### src/rtl/assert_macros.svh
// Assertion helpers used by the top-level RTL file
`ifndef ASSERT_MACROS_SVH
`define ASSERT_MACROS_SVH

`ifndef SYNTHESIS

`define BF3_ASSERT(lbl, clk, rstn, prop) \
    lbl: assert property (@(posedge clk) disable iff (!(rstn)) (prop)) \
        else $error("assertion failed");

`define BF3_ASSERT_IMPL(lbl, clk, rstn, ante, cons) \
    lbl: assert property (@(posedge clk) disable iff (!(rstn)) (ante) |-> (cons)) \
        else $error("assertion failed");

`else

`define BF3_ASSERT(lbl, clk, rstn, prop)

`define BF3_ASSERT_IMPL(lbl, clk, rstn, ante, cons)

`endif

`endif

### src/rtl/bf3_pkg.sv
package bf3_pkg;

    localparam int PIX_W  = 8;
    localparam int SUM_W  = 12;
    localparam int CNT_W  = 4;
    localparam int ROWS_W = 2 * PIX_W;

    localparam logic OP_PIXEL = 1'b0;
    localparam logic OP_DRAIN = 1'b1;

    localparam logic REG_WIDTH  = 1'b0;
    localparam logic REG_HEIGHT = 1'b1;

    localparam int RECIP3 = 2731;
    localparam int SHIFT3 = 13;
    localparam int RECIP9 = 1821;
    localparam int SHIFT9 = 14;

    typedef logic [PIX_W-1:0] t_pix;
    typedef t_pix [8:0] t_cells;

    typedef enum logic [1:0] {
        S_IDLE,
        S_RMW,
        S_SUM,
        S_DIV
    } t_state;

    typedef struct packed {
        logic       col_zero;
        logic [2:0] row_ok;
        logic [2:0] col_ok;
    } t_win_ctl;

    function automatic t_pix bf3_div(input logic [SUM_W-1:0] sum,
                                     input logic [CNT_W-1:0] cnt);
        logic [2*SUM_W-1:0]        p3;
        logic [2*SUM_W-1:0]        p9;
        logic [2*SUM_W-SHIFT3-1:0] q3;
        logic [2*SUM_W-SHIFT9-1:0] q9;
        t_pix                      q;
        p3 = (2*SUM_W)'(sum) * (2*SUM_W)'(RECIP3);
        p9 = (2*SUM_W)'(sum) * (2*SUM_W)'(RECIP9);
        q3 = p3[2*SUM_W-1:SHIFT3];
        q9 = p9[2*SUM_W-1:SHIFT9];
        unique case (cnt)
            4'd1:    q = sum[PIX_W-1:0];
            4'd2:    q = sum[PIX_W:1];
            4'd3:    q = q3[PIX_W-1:0];
            4'd4:    q = sum[PIX_W+1:2];
            4'd6:    q = q3[PIX_W:1];
            4'd9:    q = q9[PIX_W-1:0];
            default: q = '0;
        endcase
        return q;
    endfunction

endpackage

### src/rtl/bf3_win.sv
module bf3_win import bf3_pkg::*; (
    input  logic              i_clk,
    input  logic              i_rst_n,
    input  logic              i_step,
    input  t_win_ctl          i_ctl,
    input  t_pix              i_pixel,
    input  logic [ROWS_W-1:0] i_rows,
    output logic [ROWS_W-1:0] o_rows_wr,
    output t_cells            o_cells,
    output logic [CNT_W-1:0]  o_cnt
);

    t_cells           r_cell;
    t_cells           n_cell;
    t_cells           src;
    t_cells           r_msk;
    logic [CNT_W-1:0] r_cnt;
    logic [1:0]       row_n;
    logic [1:0]       col_n;

    always_comb begin
        for (int r = 0; r < 3; r++) begin
            n_cell[r*3]     = r_cell[r*3 + 1];
            n_cell[r*3 + 1] = r_cell[r*3 + 2];
        end
        n_cell[2] = i_rows[ROWS_W-1:PIX_W];
        n_cell[5] = i_rows[PIX_W-1:0];
        n_cell[8] = i_pixel;
    end

    // centered on the previous row end before the shift, on the middle column after
    assign src = i_ctl.col_zero ? r_cell : n_cell;

    assign row_n = 2'(i_ctl.row_ok[0]) + 2'(i_ctl.row_ok[1]) + 2'(i_ctl.row_ok[2]);
    assign col_n = 2'(i_ctl.col_ok[0]) + 2'(i_ctl.col_ok[1]) + 2'(i_ctl.col_ok[2]);

    always_ff @(posedge i_clk) begin
        if (!i_rst_n) begin
            r_cell <= '0;
        end else if (i_step) begin
            r_cell <= n_cell;
        end
    end

    always_ff @(posedge i_clk) begin
        if (i_step) begin
            for (int r = 0; r < 3; r++) begin
                for (int k = 0; k < 3; k++) begin
                    r_msk[r*3 + k] <= (i_ctl.row_ok[r] && i_ctl.col_ok[k]) ?
                                      src[r*3 + k] : '0;
                end
            end
            r_cnt <= CNT_W'(row_n) * CNT_W'(col_n);
        end
    end

    assign o_rows_wr = {i_rows[PIX_W-1:0], i_pixel};
    assign o_cells   = r_msk;
    assign o_cnt     = r_cnt;

endmodule

### config.mk
export PLATFORM = sky130hd
export DESIGN_NAME = bf3_win
export DESIGN_NICKNAME = d
export VERILOG_FILES = /design/src/rtl/assert_macros.svh /design/src/rtl/bf3_pkg.sv /design/src/rtl/bf3_win.sv
export SDC_FILE = /design/constraint.sdc
export NUM_CORES = 1
export LEC_CHECK = 0
export BUFFER_PORTS_ARGS = -buffer_cell sky130_fd_sc_hd__buf_2
export CORE_MARGIN = 2
export CORE_UTILIZATION = 23
export CTS_BUF_LIST = sky130_fd_sc_hd__clkbuf_16
export DETAILED_ROUTE_END_ITERATION = 6
export SLEW_MARGIN = 20
export SYNTH_ARGS = -nofsm -noshare
export SYNTH_HDL_FRONTEND = slang
export SYNTH_SLANG_ARGS = --single-unit
### constraint.sdc
create_clock -name i_clk -period 2.6 [get_ports i_clk]
set_clock_uncertainty 0.15 [all_clocks]
set_input_delay 0.39 -clock i_clk [delete_from_list [all_inputs] [get_ports i_clk]]
set_output_delay 0.39 -clock i_clk [all_outputs]
set_load 0.02 [all_outputs]
# == Yosys cells after proc, flatten, opt, wreduce, memory -nomap -nowiden ==
# Cells that the tools add are included.
# classes
addsub,4
muxes,1
multipliers,1
n_reduce_logical,9
# ops
operator,n
72-bit 2-to-1 mux,1
1-bit logical AND,9
1-bit by 1-bit adder with 2-bit output,2
2-bit by 1-bit adder with 2-bit output,2
2-bit by 2-bit multiplier with 4-bit output,1
# word_totals
inputBits,34
register_bits,148
output_inout_bits,92

# == Logic depth before layout (Yosys ltp) ==
# depth
word_depth,3
depth_mapped,5
ltp_nobuf,5

# == Least setup slack after synthesis ==
# Ideal clock, no wire load.
# synth_path
kind,input to register
startpoint,input port i_ctl[3] in the netlist's numbering
endpoint,"register r_cnt[2], in the netlist o_cnt[2], data pin"
stages,5
setup_time_ns,0.261
setup_slack_ns,0.739
t_arrival_ns,1.450
path_cell_list,inv_1 -> fa_1 -> nor2b_1 -> ha_1 -> ha_1
# synth_via
elab_chain_cells,3
# synth_rtl
item,line,rtl
from (decl),bf3_win.sv:5,"input t_win_ctl i_ctl,"
1-bit by 1-bit adder with 2-bit output,bf3_win.sv:34,assign row_n = 2'(i_ctl.row_ok[0]) + 2'(i_ctl.row_ok[1]) + 2'(i_ctl.row_ok[2]);
2-bit by 1-bit adder with 2-bit output,bf3_win.sv:34,
2-bit by 2-bit multiplier with 4-bit output,bf3_win.sv:53,r_cnt <= CNT_W'(row_n) * CNT_W'(col_n);
to (signal assigned),bf3_win.sv:53,
to (decl),bf3_win.sv:17,logic [CNT_W-1:0] r_cnt;
# No other way between the ends.
# A chain may end at the register's enable or synchronous reset.

# == Worst setup path after layout ==
# Same ends and word-level chain as after synthesis.

==> results.yml <==
synth:
  synth_enable_flop_cells: 76
  synth-compound-area-share: 0
  syn_nets: 534
  synthArstFlopShare: 0
  ys_types: 14
  yosysSeqAreaShare: 0.581
  synth_top_family_by_area: "multiplexers"
  synthMuxAreaShare: 0.225
  netlist_area_mm2: 0.00640
  ys.warnings.count: 0
  synth_xor_xnor_area_share: 0
  synth_top_area_frac: 0.356
  yosys.area_share.simple: 0.122
  synth_flop_cell: "edfxtp_1"
  syn_inst: 496
  synthAdderAreaFrac: 0.0102
  yosys.area.top_type: "edfxtp_1"
  synth_area_leaders: "edfxtp_1 36%, dfxtp_1 23%, mux2i_1 23%, nor2b_1 7.4%, nor2_1 4.2%"
  synth-seq-cells: 148
  syn_avg_cell_area_um2: 12.9
drt:
  drt_iter0_markers: 237
  postRouteAntennaNets: 0
  route.detailed.drc: 0
  wl_per_cell_um: 14.2
  routed_wl_um: 14300
  drt_first_pass_iters: 4
  vias: 3939
  via_per_inst: 3.92
cts:
  cts_resized: 0
  h-tree-depth: 4
  cts_max_path_buffers: 2
  cts_tree: "built"
  cts_root_buf: "clkbuf_16"
  post_cts_buffers: 0
  clk_pin_slew_worst_paths_ns: 0.07
  clkLatencyLatePin_ns: 0.42
  holdBufCountCts: 0
  cts_sinks: 148
  cts_made_buffers: 17
run:
  drv_cap: 0
setup_path:
  critPathSlowestCell: "fa_1"
  cp.arrival_ns: 1.65
  worstSetupStartpointType: "primary input"
  end_kind: "flip-flop"
  crit_family: "adder cells"
  crit_buf_inv: 2
  cp.required_ns: 2.62
  worstSetupPathType: "primary input to flip-flop"
  cpMostUsedCell: "ha_1"
  crit_fanout: 4
  critical_path.cell_chain: "buf_2 -> inv_1 -> fa_1 -> nor2b_1 -> ha_1 -> ha_1"
  slowest_delay_ns: 0.56
global_route:
  use_met2: 0.156
  track_usage: 0.100
  top_usage_layer: "met2"
  globalRouteMet1Util: 0.131
  antenna_found_initial: 1
  grt_pass1_vias: 3849
  grt_overflow_total: 0
  grt_pass1_wl_um: 21700
  grt_start_max_net_pins: 45
  grt_use_met3: 0.0271
final_layout:
  n_antenna_cell: 0
  layout_commonest_cell: "mux2i_1"
  nNetsFinal: 651
  layout_common_cells: "144 x mux2i_1, 123 x buf_2, 76 x nor2b_1, 76 x edfxtp_1"
  area_growth_pct: 23.8
  drive_gt1_frac: 0.270
  fin_area_mm2: 0.00793
floorplanning:
  dieArea_mm2: 0.0292
  start_util: 0.232
  ios: 126
  num_rows: 61
  die_y_um: 171
  die_w_um: 171
  fp.coreArea_mm2: 0.0276
sta:
  fin_crit_ns: 1.63
  tightest_slew_ns: 0.610
  setup_tns_ns: 0
  clock.fmax_mhz: 612
  slew_viol_final: 0
  rsz0062_at_grt: "false"
  slew_headroom: 0.592
  fin_crit_sh: 0.628
  finalSetupViolCount: 0
  hold_viol: 0
power:
  vdd_drop_max_mv: 0.308
  powerDensity_mw_per_mm2: 732
  p_leak_nw: 3.36
place:
  place_area_mm2: 0.00730
  hpwl_um: 9510
  numPortBuffers: 125
  gp_congestion: 0.711
run_status:
  outcome: "completed"
hold_path:
  hold_class: "primary input to flip-flop"
-- area by class of cell --
| class | instances | area (µm²) |
|---|---|---|
| clock buffer | 17 | 425 |
| clock inverter | 15 | 203 |
| fill | 2898 | 19700 |
| inverter | 3 | 11.3 |
| multi-input combinational | 305 | 2290 |
| sequential | 148 | 3720 |
| tap | 378 | 473 |
| timing repair buffer | 138 | 807 |
-- power breakdown --
group          switching, mW  total, mW  internal, mW
clock network           1.04       2.65          1.61
registers             0.0574       2.61          2.56
logic                  0.320      0.535         0.215
total                   1.42       5.80          4.38
-- state kept, by name (all words and copies together), names as in the netlist --
name     cells
n_cell      48
r_cell      24
o_cells     72
o_cnt        4
-- cells by family (layout without fill, tap and decap cells) --
group	count (synthesis)	in the layout
buffers and inverters	43	173
DFF	148	148
and+or+nand+nor	157	157
muxes	144	144
adders and majority gates	4	4
-- path summary, 6_finish.rpt --
kind | startpoint | end | slack, ns | cells past startpoint
hold reg to reg | r_cell[55] | r_cell[55] | 0.36 | 2
hold / removal | i_rows[15] | n_cell[15] | 0.10 | 3
setup / recovery | i_ctl[3] | o_cnt[2] | 0.97 | 6
setup reg to reg | n_cell[13] | o_cells[21] | 1.46 | 2
-- per-stage QoR --
stage | util | setup slack (ns) | hold slack, ns | std cells | power, mW
after floorplan | - | 0.739 | 0.332 | 496 | 3.03
after CTS | 0.287 | 0.974 | 0.0707 | 1004 | 5.90
after global routing | 0.287 | 0.944 | 0.0900 | 1004 | 6.04
final | 0.287 | 0.967 | 0.102 | 1004 | 5.80
after global placement | 0.264 | 0.575 | 0.346 | 972 | 3.21
after detailed placement | 0.264 | 0.531 | 0.351 | 972 | 3.21
-- per-layer routing --
metal  vias up  part of all wire  wire [µm]
met2        93              0.46       6510
met1      1898              0.48       6880
met3        12             0.049        702
met4         0             0.013        183
li1       1936                 -          -
met5         -                 0          0
-- worst reg2reg max path: stages (launching register included) --
cell	delay [ns]
dfxtp_1	0.33
mux2i_1	0.32
nor2_1	0.08
-- synth_stat cells (3+ instances only) --
cell type  instances
mux2i_1          144
edfxtp_1          76
nor2b_1           76
dfxtp_1           72
nor2_1            72
buf_4             16
buf_8             14
nand2_1            9
clkbuf_1           7
inv_1              3
Power figures use the tool's default switching activity.
