### config.mk
export PLATFORM = sky130hd
export DESIGN_NAME = bf3_mean
export DESIGN_NICKNAME = d
export VERILOG_FILES = /design/src/rtl/assert_macros.svh /design/src/rtl/bf3_pkg.sv /design/src/rtl/bf3_mean.sv
export SDC_FILE = /design/constraint.sdc
export NUM_CORES = 1
export LEC_CHECK = 0
export BUFFER_PORTS_ARGS = -buffer_cell sky130_fd_sc_hd__buf_4
export CORE_MARGIN = 8
export CORE_UTILIZATION = 60
export CTS_CLUSTER_DIAMETER = 60
export CTS_CLUSTER_SIZE = 30
export DETAILED_ROUTE_END_ITERATION = 12
export GPL_TIMING_DRIVEN = 0
export PLACE_DENSITY = 0.86
export SLEW_MARGIN = 20
export SYNTH_ARGS = -nofsm -noshare
export SYNTH_HDL_FRONTEND = slang
export SYNTH_SLANG_ARGS = --single-unit
export TNS_END_PERCENT = 50
### constraint.sdc
create_clock -name i_clk -period 7.7 [get_ports i_clk]
set_clock_uncertainty 0.2 [all_clocks]
set_input_delay 0.77 -clock i_clk [delete_from_list [all_inputs] [get_ports i_clk]]
set_output_delay 0.77 -clock i_clk [all_outputs]
set_load 0.05 [all_outputs]
### src/rtl/assert_macros.svh
// Assertion helpers used by the top-level RTL file
`ifndef ASSERT_MACROS_SVH
`define ASSERT_MACROS_SVH

`ifndef SYNTHESIS

`define BF3_ASSERT(lbl, clk, rstn, prop) \
    lbl: assert property (@(posedge clk) disable iff (!(rstn)) (prop)) \
        else $error("assertion failed");

`define BF3_ASSERT_IMPL(lbl, clk, rstn, ante, cons) \
    lbl: assert property (@(posedge clk) disable iff (!(rstn)) (ante) |-> (cons)) \
        else $error("assertion failed");

`else

`define BF3_ASSERT(lbl, clk, rstn, prop)

`define BF3_ASSERT_IMPL(lbl, clk, rstn, ante, cons)

`endif

`endif

### src/rtl/bf3_pkg.sv
package bf3_pkg;

    localparam int PIX_W  = 8;
    localparam int SUM_W  = 12;
    localparam int CNT_W  = 4;
    localparam int ROWS_W = 2 * PIX_W;

    localparam logic OP_PIXEL = 1'b0;
    localparam logic OP_DRAIN = 1'b1;

    localparam logic REG_WIDTH  = 1'b0;
    localparam logic REG_HEIGHT = 1'b1;

    localparam int RECIP3 = 2731;
    localparam int SHIFT3 = 13;
    localparam int RECIP9 = 1821;
    localparam int SHIFT9 = 14;

    typedef logic [PIX_W-1:0] t_pix;
    typedef t_pix [8:0] t_cells;

    typedef enum logic [1:0] {
        S_IDLE,
        S_RMW,
        S_SUM,
        S_DIV
    } t_state;

    typedef struct packed {
        logic       col_zero;
        logic [2:0] row_ok;
        logic [2:0] col_ok;
    } t_win_ctl;

    function automatic t_pix bf3_div(input logic [SUM_W-1:0] sum,
                                     input logic [CNT_W-1:0] cnt);
        logic [2*SUM_W-1:0]        p3;
        logic [2*SUM_W-1:0]        p9;
        logic [2*SUM_W-SHIFT3-1:0] q3;
        logic [2*SUM_W-SHIFT9-1:0] q9;
        t_pix                      q;
        p3 = (2*SUM_W)'(sum) * (2*SUM_W)'(RECIP3);
        p9 = (2*SUM_W)'(sum) * (2*SUM_W)'(RECIP9);
        q3 = p3[2*SUM_W-1:SHIFT3];
        q9 = p9[2*SUM_W-1:SHIFT9];
        unique case (cnt)
            4'd1:    q = sum[PIX_W-1:0];
            4'd2:    q = sum[PIX_W:1];
            4'd3:    q = q3[PIX_W-1:0];
            4'd4:    q = sum[PIX_W+1:2];
            4'd6:    q = q3[PIX_W:1];
            4'd9:    q = q9[PIX_W-1:0];
            default: q = '0;
        endcase
        return q;
    endfunction

endpackage

### src/rtl/bf3_mean.sv
module bf3_mean import bf3_pkg::*; (
    input  logic             i_clk,
    input  logic             i_load,
    input  t_cells           i_cells,
    input  logic [CNT_W-1:0] i_cnt,
    output t_pix             o_mean
);

    logic [SUM_W-1:0] r_sum;
    logic [CNT_W-1:0] r_cnt;
    logic [SUM_W-1:0] n_sum;

    always_comb begin
        n_sum = '0;
        for (int i = 0; i < 9; i++) begin
            n_sum = n_sum + SUM_W'(i_cells[i]);
        end
    end

    always_ff @(posedge i_clk) begin
        if (i_load) begin
            r_sum <= n_sum;
            r_cnt <= i_cnt;
        end
    end

    assign o_mean = bf3_div(r_sum, r_cnt);

endmodule

Word-level counts from Yosys, hierarchy flattened
Cells that the tools add are included.
{"block": "word_totals", "out_inout_bits": 8, "regBits": 16, "elab_cells": 19, "input_bits": 78}
{"block": "classes", "multipliers": 2, "add_sub_neg": 8, "n_eq_ne": 6, "muxes": 1}
{"cell": "$add 12x8->12", "count": 4}
{"cell": "$pmux 8 s6", "count": 1}
{"cell": "$mul 12x11->22 const B", "count": 1}
{"cell": "$mul 12x12->22 const B", "count": 1}
{"cell": "$add 11x8->12", "count": 1}
{"cell": "$add 10x8->11", "count": 1}
{"cell": "$add 9x8->10", "count": 1}
{"cell": "$add 8x8->9", "count": 1}
{"cell": "$eq 4x2->1 const B", "count": 2}
{"cell": "$eq 4x3->1 const B", "count": 2}
{"cell": "$eq 4x1->1 const B", "count": 1}
{"cell": "$eq 4x4->1 const B", "count": 1}

Logic depth before layout (Yosys ltp)
{"block": "logic_depth", "ltp_word": 8, "mapped_depth": 19, "mapped_depth_nobuf": 19}

Worst setup path after synthesis
Ideal clock, no wire load.
{"block": "synth_path", "path_kind": "register to output", "start": "register r_sum[1]", "end": "output o_mean[5]", "n_path_buf": 0, "stages_incl_launch_ff": 17, "arrival_time_ns": 5.159, "t_required_ns": 6.730, "path_slack_ns": 1.571, "path_cell_list": "edfxtp_1 ha_1 fa_1 inv_1 fa_1 inv_1 fa_1 inv_1 fa_1 inv_1 ha_1 o2111ai_1 a221o_1 a211oi_1 nor2_1 xor2_1 o221ai_1"}
{"block": "synth_between", "elab_chain_cells": 2}
{"element": "start, declared", "line_no": "bf3_mean.sv:9", "rtl": "logic [SUM_W-1:0] r_sum;"}
{"element": "start signal, assigned", "line_no": "bf3_mean.sv:22", "rtl": "r_sum <= n_sum;"}
{"element": "$mul 12x11->22 or $mul 12x12->22 (tied branches)", "line_no": "bf3_pkg.sv:43, bf3_pkg.sv:42"}
{"element": "$pmux 8 s6 (*)", "line_no": "bf3_pkg.sv:46", "rtl": "unique case (cnt)"}
{"element": "end, declared", "line_no": "bf3_mean.sv:6", "rtl": "output t_pix o_mean"}
Every way passes the cells marked *; elsewhere a longest branch is shown, timed or not.

Worst setup path in the final report
{"block": "layout_path", "start": "register r_sum[3]", "end": "output o_mean[2]"}
The elaborated chain is that of the path after synthesis.

==> out/results.env <==
SYNTH_TOP_AREA_SHARE_PCT=35.3
NUM_IO_PINS=86
ROUTE.ANTENNA.REMAINING_NETS=0
CRIT_START='r_sum[3]'
FINALSETUPTNS_NS=0
FINAL_NETS=1153
SYNTHESIS.AREA_MM2=0.00704
CLOCK_PATH_BUFFERS=2
FP.DIEW_UM=124
SYNTH.YOSYS.WARNINGS=0
GRT-OVFL-TOTAL=0
YOSYSSEQAREASHARE_PCT=6.83
FIN_CRIT_SH_PCT=87.7
CTS_HOLD_REPAIR.BUFFERS=0
INITIAL_CORE_UTIL_PCT=61.6
PIN_COUNT_OF_THE_BIGGEST_NET_ENTERING_GLOBAL_ROUTING=17
CORE.ROWCOUNT=39
RSZ0062_AT_GRT='false'
HTREE_NUM_LEVELS=1
TIMING.MAX_CAP.VIOLATIONS=0
PLACEABLECOREAREA_MM2=0.0114
POSTSYNTHCELLCOUNT=710
PLACED_CELL_AREA_MM2=0.00786
FIRST_GLOBAL_VIAS=5948
CRITICAL_PATH_CLASS='register to output pin'
CTS_INSERTED_BUFFERS=3
TIMING.CRITICAL_PATH.FROM_TYPE='register'
DETAIL_ROUTE.VIAS_PER_CELL=5.57
MOSTFREQUENTLAYOUTCELLS='inv_1 (209), ha_1 (151), fa_1 (124)'
DRT-INITIAL-DRC-COUNT=335
YS_ASYNC_SR_FRACTION_PCT=0
CTS.ROOT.BUFFER_CELL='clkbuf_16'
YOSYS-TOP-CELLS-AREA='fa_1 (35%), ha_1 (27%), inv_1 (11%), edfxtp_1 (6.8%), xnor2_1 (2.2%)'
VIAS=5244
HPWL_REPORTED_AT_THE_END_OF_DETAILED_PLACEMENT_MM=13.7
LAYOUT-DRIVE-GT1-SHARE_PCT=12.9
SYNTHESIS.AREA_PER_INSTANCE_UM2=9.91
CTS_TREE='built'
FINAL_COMMON_CELL='inv_1'
CP.REQUIRED_NS=6.73
LAYOUT.CELLS.NON_FILLER=942
GRT_ANTENNA_BEFORE_REPAIR=0
TRITONCTS_NUM_SINKS=16
ANTENNA_CELLS=0
HOLD_CLASS='input port to register'
FLOORPLAN.DIE.HEIGHT_UM=124
FINALMAXSLEWVIOLATIONS=0
CTS_POST_SETUP_BUFFERS_INSERTED=0
CRITICAL_PATH_PEAK_FANOUT=11
GP_CONGESTION=0.937
NUMPLACEDINSTANCES=938
WORSTSETUPENDPOINT='o_mean[2]'
LAYOUT_STAGE_AREA_GROWTH_OVER_THE_SYNTHESIS_RESULT_PCT=12.7
STDCELL_AREA_MM2=0.00794
SYNTH.LIB_CELLS_USED.DISTINCT=57
STATUS='complete, no violations'
GLOBAL_ROUTE.USAGE.TOTAL_PCT=20.4
DETAILED_ROUTER_ITERATION_COUNT_BEFORE_ANTENNA_REPAIR=5
DRC=0
CTS.CLK_SLEW.WORST_PATHS_NS=0.05
SETUP_VIOL=0
WIRELENGTH_MM=15.4
CRITPATHARRIVALTIME_NS=5.78
NUMBER_OF_SYNTHESIZED_FLOPS_WITH_AN_ENABLE_PIN=16
SYNTH_TOP_AREA_CELL='fa_1'
FMAX_MHz=148
TIMING_WORST_SLEW_PIN_VALUE_NS=0.870
SYNTH_FP_NETS=1063
FLOORPLAN.DIE_AREA_MM2=0.0155
SYNTH-MAIN-FF-CELL='edfxtp_1'
LAYOUT_MIN_CYCLE_TIME_NS=6.75
HOLD_VIOL_FINAL=0
DRT-WIRELENGTH-PER-CELL_UM=16.3
POSTCTSRESIZEDCELLS=0
GRT_FIRST_PASS_WIRELENGTH_MM=26.9
MAX_SLEW_MARGIN_PCT=41.2
CRITPATHCAPTURETYPE='output pin'
PORT_BUFFERS=85
SYNTH-SEQ-CELLS=16
[how the worst min path moves through the flow]
stage	cells after the start	from	slack, ns	end
detailed placement	1	i_cnt[0]	0.75	r_cnt[0]
finish	1	i_cnt[2]	0.50	r_cnt[2]
CTS	1	i_cnt[0]	0.50	r_cnt[0]
global placement	1	i_cnt[0]	0.75	r_cnt[0]
global route	1	i_cnt[0]	0.50	r_cnt[0]
floorplan	0	i_cnt[0]	0.67	r_cnt[0]
[area by class of cell]
class,instances,area [µm²]
Buffer,4,16.3
Clock buffer,3,75.1
Clock inverter,1,3.75
Fill cell,787,3480
Inverter,209,785
Multi-Input combinational cell,481,5760
Sequential cell,16,480
Tap cell,143,179
Timing Repair Buffer,85,638
[synthesized netlist by cell type (4+ instances only)]
| cell | count |
|---|---|
| inv_1 | 209 |
| ha_1 | 151 |
| fa_1 | 124 |
| nor2_1 | 24 |
| a21oi_1 | 23 |
| xnor2_1 | 18 |
| edfxtp_1 | 16 |
| o21ai_0 | 16 |
| nand2_1 | 14 |
| nor3_1 | 9 |
| xor2_1 | 7 |
| a21o_1 | 6 |
| and3_1 | 6 |
| nand3_1 | 6 |
| o211ai_1 | 6 |
| a21oi_2 | 4 |
| nand2b_1 | 4 |
| nor2b_1 | 4 |
| o21a_1 | 4 |
[kinds of logic (layout without fill, tap and decap cells)]
kind of cell               count (synthesis)  in the layout  synth area share (%)
adders and majority gates                275            275                  62.1
buffers and inverters                    213            302                  11.4
muxes                                      4              4                 0.640
AOI/OAI and AO/OA                         96             96                  9.76
xor gates and xnor gates                  26             26                  3.43
and+or+nand+nor                           80             80                  5.87
DFF                                       16             16                  6.83
[routing by layer]
layer  track usage (%)  part of all wire, %  vias up
li1                  -                    -     2466
met1              23.6                   39     2586
met2              37.9                   53      161
met3              2.47                  5.2       31
met4              6.87                  2.7        0
met5                 0                    0        -
[through the flow]
| stage | utilization, % | worst slack [ns] | hold WS (ns) |
|---|---|---|---|
| 6_report | 69.5 | 0.948 | 0.500 |
| 5_1_grt | 69.5 | 0.744 | 0.495 |
| 4_1_cts | 69.5 | 0.985 | 0.497 |
| 3_5_place_dp | 68.8 | 1.34 | 0.750 |
| 3_3_place_gp | 68.8 | 1.37 | 0.749 |
| 2_1_floorplan | - | 1.57 | 0.669 |
[worst max-delay path, stage by stage, from the launching register on]
cell	delay (ns)
edfxtp_1	0.70
ha_1	0.38
fa_1	0.49
inv_1	0.06
fa_1	0.49
inv_1	0.06
fa_1	0.54
inv_1	0.06
fa_1	0.54
inv_1	0.04
ha_1	0.32
a21o_1	0.19
a21oi_1	0.41
and2_1	0.28
a21oi_2	0.11
xnor2_1	0.24
o2111ai_1	0.14
a211o_1	0.29
buf_4	0.19
[sequential cells by signal (all words and copies together) (netlist names)]
name / cells
r_sum: 12
r_cnt: 4
Power is left out: the tool's default activity adds up to more than one toggle a clock period on the data nets, which glitch-free logic cannot reach.
